==> src/rtl/hcce_pkg.sv <==
package hcce_pkg;

  typedef enum logic [2:0] {
    ST_IDLE,
    ST_CHECK,
    ST_HASH,
    ST_FINISH,
    ST_EMIT
  } state_t;

  typedef struct packed {
    logic load_seed;
    logic load_chain;
    logic round_en;
    logic finish;
    logic clear_cnt;
    logic close_eq;
    logic adv_bits;
    logic set_active;
    logic clr_active;
    logic chunk_clr;
    logic chunk_inc;
  } cmd_t;

  typedef struct packed {
    logic round_last;
    logic active;
    logic eq_full;
    logic eq_done;
    logic nbits_zero;
    logic chunk_last;
  } stat_t;

  localparam logic OP_START = 1'b0;
  localparam logic OP_NEXT  = 1'b1;

  localparam logic [31:0] ROUND_K [64] = '{
    32'h428a2f98, 32'h71374491, 32'hb5c0fbcf, 32'he9b5dba5,
    32'h3956c25b, 32'h59f111f1, 32'h923f82a4, 32'hab1c5ed5,
    32'hd807aa98, 32'h12835b01, 32'h243185be, 32'h550c7dc3,
    32'h72be5d74, 32'h80deb1fe, 32'h9bdc06a7, 32'hc19bf174,
    32'he49b69c1, 32'hefbe4786, 32'h0fc19dc6, 32'h240ca1cc,
    32'h2de92c6f, 32'h4a7484aa, 32'h5cb0a9dc, 32'h76f988da,
    32'h983e5152, 32'ha831c66d, 32'hb00327c8, 32'hbf597fc7,
    32'hc6e00bf3, 32'hd5a79147, 32'h06ca6351, 32'h14292967,
    32'h27b70a85, 32'h2e1b2138, 32'h4d2c6dfc, 32'h53380d13,
    32'h650a7354, 32'h766a0abb, 32'h81c2c92e, 32'h92722c85,
    32'ha2bfe8a1, 32'ha81a664b, 32'hc24b8b70, 32'hc76c51a3,
    32'hd192e819, 32'hd6990624, 32'hf40e3585, 32'h106aa070,
    32'h19a4c116, 32'h1e376c08, 32'h2748774c, 32'h34b0bcb5,
    32'h391c0cb3, 32'h4ed8aa4a, 32'h5b9cca4f, 32'h682e6ff3,
    32'h748f82ee, 32'h78a5636f, 32'h84c87814, 32'h8cc70208,
    32'h90befffa, 32'ha4506ceb, 32'hbef9a3f7, 32'hc67178f2
  };

  localparam logic [255:0] INIT_H = {
    32'h6a09e667, 32'hbb67ae85, 32'h3c6ef372, 32'ha54ff53a,
    32'h510e527f, 32'h9b05688c, 32'h1f83d9ab, 32'h5be0cd19
  };

  function automatic logic [31:0] rotr(input logic [31:0] x, input int r);
    rotr = (x >> r) | (x << (32 - r));
  endfunction

  // little-endian byte words to sha message words, byte 0 first
  function automatic logic [255:0] le_to_be(input logic [255:0] v);
    logic [255:0] o;
    o = '0;
    for (int i = 0; i < 32; i++) o[255 - 8*i -: 8] = v[8*i +: 8];
    return o;
  endfunction

endpackage

==> src/rtl/hcce_ctrl.sv <==
module hcce_ctrl (
  input  logic          clk,
  input  logic          rst_n,
  input  logic          in_valid,
  output logic          in_stall,
  input  logic          in_operation,
  output logic          out_valid,
  input  logic          out_stall,
  input  hcce_pkg::stat_t stat,
  output hcce_pkg::cmd_t  cmd
);
  import hcce_pkg::*;

  state_t state_r, state_nxt;
  logic   op_r, op_nxt;
  logic   acc;
  logic   out_fire;

  assign acc      = in_valid && !in_stall;
  assign out_fire = out_valid && !out_stall;

  always_ff @(posedge clk) begin
    if (!rst_n) begin
      state_r <= ST_IDLE;
      op_r    <= OP_START;
    end else begin
      state_r <= state_nxt;
      op_r    <= op_nxt;
    end
  end

  always_comb begin
    state_nxt = state_r;
    op_nxt    = op_r;
    unique case (state_r)
      ST_IDLE: begin
        if (acc) begin
          op_nxt = in_operation;
          if (in_operation == OP_START) state_nxt = ST_HASH;
          else if (stat.active) state_nxt = ST_CHECK;
        end
      end
      ST_CHECK: begin
        if (stat.eq_done) state_nxt = ST_IDLE;
        else state_nxt = ST_HASH;
      end
      ST_HASH: if (stat.round_last) state_nxt = ST_FINISH;
      ST_FINISH: state_nxt = (op_r == OP_START) ? ST_IDLE : ST_EMIT;
      ST_EMIT: if (out_fire && stat.chunk_last) state_nxt = ST_IDLE;
      default: state_nxt = ST_IDLE;
    endcase
  end

  always_comb begin
    cmd       = '0;
    in_stall  = (state_r != ST_IDLE);
    out_valid = (state_r == ST_EMIT);
    unique case (state_r)
      ST_IDLE: begin
        if (acc && in_operation == OP_START) cmd.load_seed = 1'b1;
        if (acc && in_operation == OP_NEXT && stat.active) cmd.close_eq = stat.eq_full;
      end
      ST_CHECK: begin
        if (stat.eq_done) cmd.clr_active = 1'b1;
        else cmd.load_chain = 1'b1;
      end
      ST_HASH: cmd.round_en = 1'b1;
      ST_FINISH: begin
        cmd.finish    = 1'b1;
        cmd.chunk_clr = 1'b1;
        if (op_r == OP_START) begin
          cmd.clear_cnt  = 1'b1;
          cmd.set_active = !stat.nbits_zero;
          cmd.clr_active = stat.nbits_zero;
        end
      end
      ST_EMIT: begin
        if (out_fire) begin
          cmd.chunk_inc = 1'b1;
          if (stat.chunk_last) cmd.adv_bits = 1'b1;
        end
      end
      default: ;
    endcase
  end
endmodule

==> src/rtl/hcce_dp.sv <==
module hcce_dp (
  input  logic          clk,
  input  logic          rst_n,
  input  hcce_pkg::cmd_t  cmd,
  output hcce_pkg::stat_t stat,
  input  logic [7:0]    n_bits,
  input  logic [63:0]   seed0,
  input  logic [63:0]   seed1,
  input  logic [63:0]   seed2,
  input  logic [63:0]   seed3,
  output logic [63:0]   coeff_bits,
  output logic [6:0]    valid_count,
  output logic [7:0]    equation_index,
  output logic [15:0]   term_offset,
  output logic          end_of_equation,
  output logic          end_of_matrix,
  output logic          last
);
  import hcce_pkg::*;

  logic [255:0] chain_r, chain_nxt;
  logic [511:0] w_r, w_nxt;
  logic [255:0] st_r, st_nxt;
  logic [5:0]   rnd_r, rnd_nxt;
  logic [15:0]  bits_r, bits_nxt;
  logic [7:0]   eq_r, eq_nxt;
  logic         act_r, act_nxt;
  logic [1:0]   chk_r, chk_nxt;

  logic [31:0]  a, b, c, d, e, f, g, h, t1, t2, s0, s1, wnew;
  logic [31:0]  w0, w1, w9, w14;
  logic [255:0] sum;
  logic [8:0]   nu;
  logic [16:0]  nu_prod;
  logic [15:0]  terms, remaining;
  logic [8:0]   take;
  logic [1:0]   nchunks_m1;
  logic [8:0]   valid_full;
  logic         closes;

  assign {a, b, c, d, e, f, g, h} = st_r;
  assign w0  = w_r[511:480];
  assign w1  = w_r[479:448];
  assign w9  = w_r[223:192];
  assign w14 = w_r[63:32];

  always_comb begin
    s0   = rotr(w1, 7) ^ rotr(w1, 18) ^ (w1 >> 3);
    s1   = rotr(w14, 17) ^ rotr(w14, 19) ^ (w14 >> 10);
    wnew = w0 + s0 + w9 + s1;
    t1   = h + (rotr(e, 6) ^ rotr(e, 11) ^ rotr(e, 25)) + ((e & f) ^ (~e & g))
           + ROUND_K[rnd_r] + w0;
    t2   = (rotr(a, 2) ^ rotr(a, 13) ^ rotr(a, 22)) + ((a & b) ^ (a & c) ^ (b & c));
    for (int i = 0; i < 8; i++) sum[32*i +: 32] = st_r[32*i +: 32] + INIT_H[32*i +: 32];
  end

  // terms per equation
  always_comb begin
    nu         = {1'b0, n_bits} + 9'd8;
    nu_prod    = 17'(({8'd0, nu} + 17'd1) * {8'd0, nu});
    terms      = 16'(nu_prod >> 1) + 16'd1;
    remaining  = terms - bits_r;
    take       = (remaining < 16'd256) ? remaining[8:0] : 9'd256;
    nchunks_m1 = 2'((take - 9'd1) >> 6);
    valid_full = take - {1'b0, chk_r, 6'd0};
    closes     = (remaining <= 16'd256);
  end

  always_comb begin
    chain_nxt = chain_r;
    w_nxt     = w_r;
    st_nxt    = st_r;
    rnd_nxt   = rnd_r;
    bits_nxt  = bits_r;
    eq_nxt    = eq_r;
    act_nxt   = act_r;
    chk_nxt   = chk_r;
    if (cmd.load_seed || cmd.load_chain) begin
      w_nxt   = {le_to_be(cmd.load_seed ? {seed3, seed2, seed1, seed0} : chain_r),
                 32'h80000000, 192'd0, 32'd256};
      st_nxt  = INIT_H;
      rnd_nxt = '0;
    end
    if (cmd.round_en) begin
      w_nxt   = {w_r[479:0], wnew};
      st_nxt  = {t1 + t2, a, b, c, d + t1, e, f, g};
      rnd_nxt = rnd_r + 6'd1;
    end
    if (cmd.finish) chain_nxt = le_to_be(sum);
    if (cmd.clear_cnt) begin
      bits_nxt = '0;
      eq_nxt   = '0;
    end
    if (cmd.close_eq) begin
      eq_nxt   = eq_r + 8'd1;
      bits_nxt = '0;
    end
    if (cmd.adv_bits) begin
      if (closes) begin
        eq_nxt   = eq_r + 8'd1;
        bits_nxt = '0;
        if (eq_r + 8'd1 >= n_bits) act_nxt = 1'b0;
      end else begin
        bits_nxt = bits_r + 16'd256;
      end
    end
    if (cmd.set_active) act_nxt = 1'b1;
    if (cmd.clr_active) act_nxt = 1'b0;
    if (cmd.chunk_clr) chk_nxt = '0;
    if (cmd.chunk_inc) chk_nxt = chk_r + 2'd1;
  end

  always_ff @(posedge clk) begin
    if (!rst_n) begin
      chain_r <= '0;
      bits_r  <= '0;
      eq_r    <= '0;
      act_r   <= 1'b0;
      rnd_r   <= '0;
      chk_r   <= '0;
    end else begin
      chain_r <= chain_nxt;
      bits_r  <= bits_nxt;
      eq_r    <= eq_nxt;
      act_r   <= act_nxt;
      rnd_r   <= rnd_nxt;
      chk_r   <= chk_nxt;
    end
    w_r  <= w_nxt;
    st_r <= st_nxt;
  end

  always_comb begin
    logic [63:0] word;
    word = chain_r[64*chk_r +: 64];
    if (valid_full < 9'd64) begin
      valid_count = valid_full[6:0];
      coeff_bits  = word & ((64'd1 << valid_full[5:0]) - 64'd1);
    end else begin
      valid_count = 7'd64;
      coeff_bits  = word;
    end
    last            = (chk_r == nchunks_m1);
    end_of_equation = last && closes;
    end_of_matrix   = end_of_equation && ({1'b0, eq_r} + 9'd1 == {1'b0, n_bits});
    equation_index  = eq_r;
    term_offset     = bits_r + {8'd0, chk_r, 6'd0};
  end

  assign stat.round_last = (rnd_r == 6'd63);
  assign stat.active     = act_r;
  assign stat.eq_full    = (bits_r >= terms);
  assign stat.eq_done    = (eq_r >= n_bits);
  assign stat.nbits_zero = (n_bits == 8'd0);
  assign stat.chunk_last = last;
endmodule

==> src/rtl/hash_chain_coefficient_expand.sv <==
// A start beat runs one SHA-256 compression over the seed; a next beat, while the matrix is
// active and unfinished, runs one over the chain value, one round per cycle in a shared
// round unit, then hands out up to four 64-bit chunk beats. A start beat gives no output.
// One beat is worked at a time.
module hash_chain_coefficient_expand (
  input  logic        clk,
  input  logic        rst_n,
  input  logic        in_valid,
  output logic        in_stall,
  input  logic        in_operation,
  input  logic [63:0] in_seed_word0,
  input  logic [63:0] in_seed_word1,
  input  logic [63:0] in_seed_word2,
  input  logic [63:0] in_seed_word3,
  output logic        out_valid,
  input  logic        out_stall,
  output logic [63:0] out_coeff_bits,
  output logic [6:0]  out_valid_count,
  output logic [7:0]  out_equation_index,
  output logic [15:0] out_term_offset,
  output logic        out_end_of_equation,
  output logic        out_end_of_matrix,
  output logic        out_last,
  input  logic        psel,
  input  logic        penable,
  input  logic        pwrite,
  input  logic [1:0]  paddr,
  input  logic [31:0] pwdata,
  output logic [31:0] prdata,
  output logic        pready
);
  import hcce_pkg::*;

  cmd_t       cmd;
  stat_t      stat;
  logic [7:0] n_bits_r;

  assign pready = 1'b1;
  assign prdata = (paddr == 2'd0) ? {24'd0, n_bits_r} : 32'd0;

  always_ff @(posedge clk) begin
    if (!rst_n) n_bits_r <= 8'd41;
    else if (psel && penable && pwrite && paddr == 2'd0) n_bits_r <= pwdata[7:0];
  end

  hcce_ctrl u_ctrl (
    .clk, .rst_n, .in_valid, .in_stall, .in_operation,
    .out_valid, .out_stall, .stat, .cmd
  );

  hcce_dp u_dp (
    .clk, .rst_n, .cmd, .stat, .n_bits(n_bits_r),
    .seed0(in_seed_word0), .seed1(in_seed_word1),
    .seed2(in_seed_word2), .seed3(in_seed_word3),
    .coeff_bits(out_coeff_bits), .valid_count(out_valid_count),
    .equation_index(out_equation_index), .term_offset(out_term_offset),
    .end_of_equation(out_end_of_equation), .end_of_matrix(out_end_of_matrix),
    .last(out_last)
  );

  a_last_eoe: assert property (@(posedge clk) disable iff (!rst_n)
    out_valid && out_end_of_equation |-> out_last) else $error("eoe without last");
  a_eom_eoe: assert property (@(posedge clk) disable iff (!rst_n)
    out_valid && out_end_of_matrix |-> out_end_of_equation) else $error("eom without eoe");
  a_no_overlap: assert property (@(posedge clk) disable iff (!rst_n)
    out_valid |-> in_stall) else $error("input taken during output");
endmodule
==> config.mk <==
export PLATFORM = sky130hd
export DESIGN_NAME = hash_chain_coefficient_expand
export DESIGN_NICKNAME = d
export VERILOG_FILES = /design/src/rtl/hcce_pkg.sv /design/src/rtl/hcce_ctrl.sv /design/src/rtl/hcce_dp.sv /design/src/rtl/hash_chain_coefficient_expand.sv
export SDC_FILE = /design/constraint.sdc
export NUM_CORES = 2
export LEC_CHECK = 0
export BUFFER_PORTS_ARGS = -buffer_cell sky130_fd_sc_hd__buf_2
export CAP_MARGIN = 0
export CORE_MARGIN = 5
export CORE_UTILIZATION = 40
export DETAILED_ROUTE_END_ITERATION = 6
export PLACE_DENSITY = 0.6
export SYNTH_ARGS = -nofsm -noshare
export SYNTH_HDL_FRONTEND = slang
export SYNTH_SLANG_ARGS = --single-unit
==> constraint.sdc <==
create_clock -name clk -period 41.8 [get_ports clk]
set_input_delay 6.27 -clock clk [delete_from_list [all_inputs] [get_ports clk]]
set_output_delay 6.27 -clock clk [all_outputs]
set_load 0.01 [all_outputs]
==> flow_summary.toml <==
[synth]
yosys_register_bits = 1061
ys_seq_area_share_pct = 41.5
synth-main-ff-cell = "edfxtp_1"
synth_area_mm2 = 0.0697
yosysWarningCount = 0
async_reset_ff_share_pct = 0
syn_inst = 7005
synth_area_per_cell_um2 = 9.94
synth-edff-count = 768
yosysUniqueCellTypes = 103

[setup_path]
worstPathRequired_ns = 35.53
r2r_setup_slack_ns = 30.15
crit_family = "adder cells"
timing.rr.start = "u_dp.rnd_r[1]"
end_kind = "output pin"
critPathCapture = "out_coeff_bits[56]"
crit_slowest_cell = "dfxtp_1"
cpPeakStageDelay_ns = 0.69
timing.rr.end = "u_dp.st_r[255]"
worst_setup_path_start_kind = "flop"
crit_path_start = "n_bits_r[3]"
reg2reg_depth = 34
cp_max_fo = 31
cp.arrival_ns = 12.67
critPathKind = "reg -> out"
path_buf_inv = 8
crit_cells = 42

[placed_design]
io_buffers = 375
hpwl_um = 223000
placed_area_mm2 = 0.0734
place.gp.congestion = 1.03

[cts]
root_buffer = "clkbuf_16"
postCtsHoldBufs = 0
clk_latency_ns = 0.78
post_cts_buffers = 0
numCtsBuffers = 114
cts.sinks = 1061
path_clk_slew_ns = 0.06
clock_path_buffers = 3
cts_tree = "built"
htree_levels = 3
cts_resized = 0

[global_route]
met1_usage_pct = 39.6
met2_usage_pct = 44.6
grt_pass1_vias = 52552
overflow = 0
globalRouteTotalUtil_pct = 30.6
grt_pass1_wl_um = 396000
gr-max-usage-layer = "met2"
grt_max_degree = 187
grt_antenna_before_repair = 34
grtUsageMet3_pct = 8.43

[die]
rows = 153
io_pins = 431
fp.dieH_um = 427
dieArea_mm2 = 0.183
start_util_pct = 40.1
coreArea_mm2 = 0.174
fp.dieW_um = 427

[drt]
drtAntennaViolNets = 0
first_pass_iters = 6
routed_via_density = 5.83
drt_wl_total_um = 288000
wl_per_cell_um = 30.0
drc = 0
vias = 55951
drtIter0Drc = 7505

[timing]
finalHoldViolCount = 0
setup_viol = 0
period_share_pct = 45.3
worstMarginPinSlew_ns = 1.25
setup_tns_ns = 0
period_minus_slack_ns = 18.94
rsz0062_at_grt = "no"
clock_skew_ns = 0.0535
drv_slew = 0
slew_headroom_pct = 16.4
fmax_ghz = 0.0528

[cells_and_area]
layout_commonest_cell = "edfxtp_1"
drive_gt1_share_pct = 10.6
stdcell_area_mm2 = 0.0773
fin_nets = 7937
final_util_pct = 44.5
syn_to_final_growth_pct = 10.9
layout_common_cells = "edfxtp_1 (768), nand2_1 (754), o21ai_0 (537)"

[outcome]
status = "completed"

[min_path]
holdCritPathClass = "reg -> reg"

[job]
drv_cap = 0
## sequential cells by signal, summed over array words and instances, names as in the netlist
signal	flops
u_dp.w_r	512
u_dp.chain_r	256
u_dp.st_r	256
n_bits_r	8
u_dp.bits_r	8
u_dp.equation_index	8
u_dp.rnd_r	6
u_ctrl.state_r	3
u_dp.chk_r	2
u_ctrl.op_r	1
u_dp.act_r	1
## layout make-up
| class | instances | area (um2) |
|---|---|---|
| clock buffers | 165 | 3280 |
| clock inverters | 50 | 513 |
| repair buffers | 450 | 2500 |
| fillers | 16800 | 96400 |
| well taps | 2325 | 2910 |
| multi-input cells | 5193 | 37800 |
| diodes | 12 | 30.0 |
| inverters | 336 | 1270 |
| flip-flops and latches | 1061 | 28900 |
## how the worst min path moves through the flow
stage,slack [ns],startpoint,depth (start not counted),to
finish,0.47,u_dp.chain_r[111],2,u_dp.chain_r[111]
floorplan,0.44,u_dp.chain_r[132],2,u_dp.chain_r[132]
global placement,0.45,u_dp.chain_r[242],2,u_dp.chain_r[242]
CTS,0.47,u_dp.chain_r[111],2,u_dp.chain_r[111]
detailed placement,0.46,u_dp.chain_r[111],2,u_dp.chain_r[111]
global route,0.50,u_dp.chain_r[209],2,u_dp.chain_r[209]
## per-stage QoR
step           setup WS [ns]  hold slack (ns)  instances
2_1_floorplan          0.184            0.441       7043
3_3_place_gp           23.67            0.452       9365
3_5_place_dp           23.73            0.458       9365
4_1_cts                22.88            0.466       9580
5_1_grt                22.15            0.502       9581
6_report               22.86            0.465       9592
## synthesized netlist by cell type (20+ instances only)
library cell,n,area share [%]
a211oi_1,127,1.4
a21boi_0,43,0.46
a21o_1,105,1.1
a21oi_1,353,2.5
a311oi_1,29,0.36
a31oi_1,45,0.40
and2_1,327,2.9
and3_1,48,0.43
buf_1,41,0.22
buf_4,33,0.36
clkbuf_1,368,2.0
dfxtp_1,293,8.4
edfxtp_1,768,33
fa_1,243,7.0
ha_1,240,4.3
inv_1,331,1.8
mux2i_1,299,4.3
mux4_2,67,2.2
nand2_1,754,4.1
nand2b_1,157,1.4
nand3_1,96,0.69
nand4_1,22,0.20
nor2_1,465,2.5
nor2b_1,42,0.38
nor3_1,97,0.70
nor4_1,20,0.18
o211ai_1,24,0.26
o21a_1,61,0.66
o21ai_0,538,3.9
o21bai_1,24,0.26
o31ai_1,26,0.28
or2_2,26,0.23
or3_1,36,0.32
xnor2_1,377,4.7
xor2_1,219,2.8
## worst register-to-register path, delay by kind of cell (launching register included)
family / cells / cell delay (ns)
AOI/OAI and AO/OA: 11 / 3.64
adders and majority gates: 7 / 3.26
and+or+nand+nor: 7 / 1.39
buffers and inverters: 5 / 1.08
DFF: 1 / 0.84
xor gates and xnor gates: 3 / 0.77
muxes: 1 / 0.47
## cell families after synthesis
logic type	share of synthesized area [%]
AO/OA/AOI/OAI	13.6
XOR/XNOR	7.55
adder cells (fa/ha/maj)	11.3
buffers and inverters	4.46
flip-flops	41.5
multiplexers	6.59
other	0.0108
AND/OR/NAND/NOR	15.0
## metal layers
layer | share of wire, % | up-vias
met5 | 0.047 | -
li1 | - | 24786
met4 | 8.3 | 14
met2 | 43 | 2925
met3 | 11 | 560
met1 | 39 | 27666
Power is not shown: default switching activity piles up to over one toggle a cycle in this logic, so the estimate is an artifact.
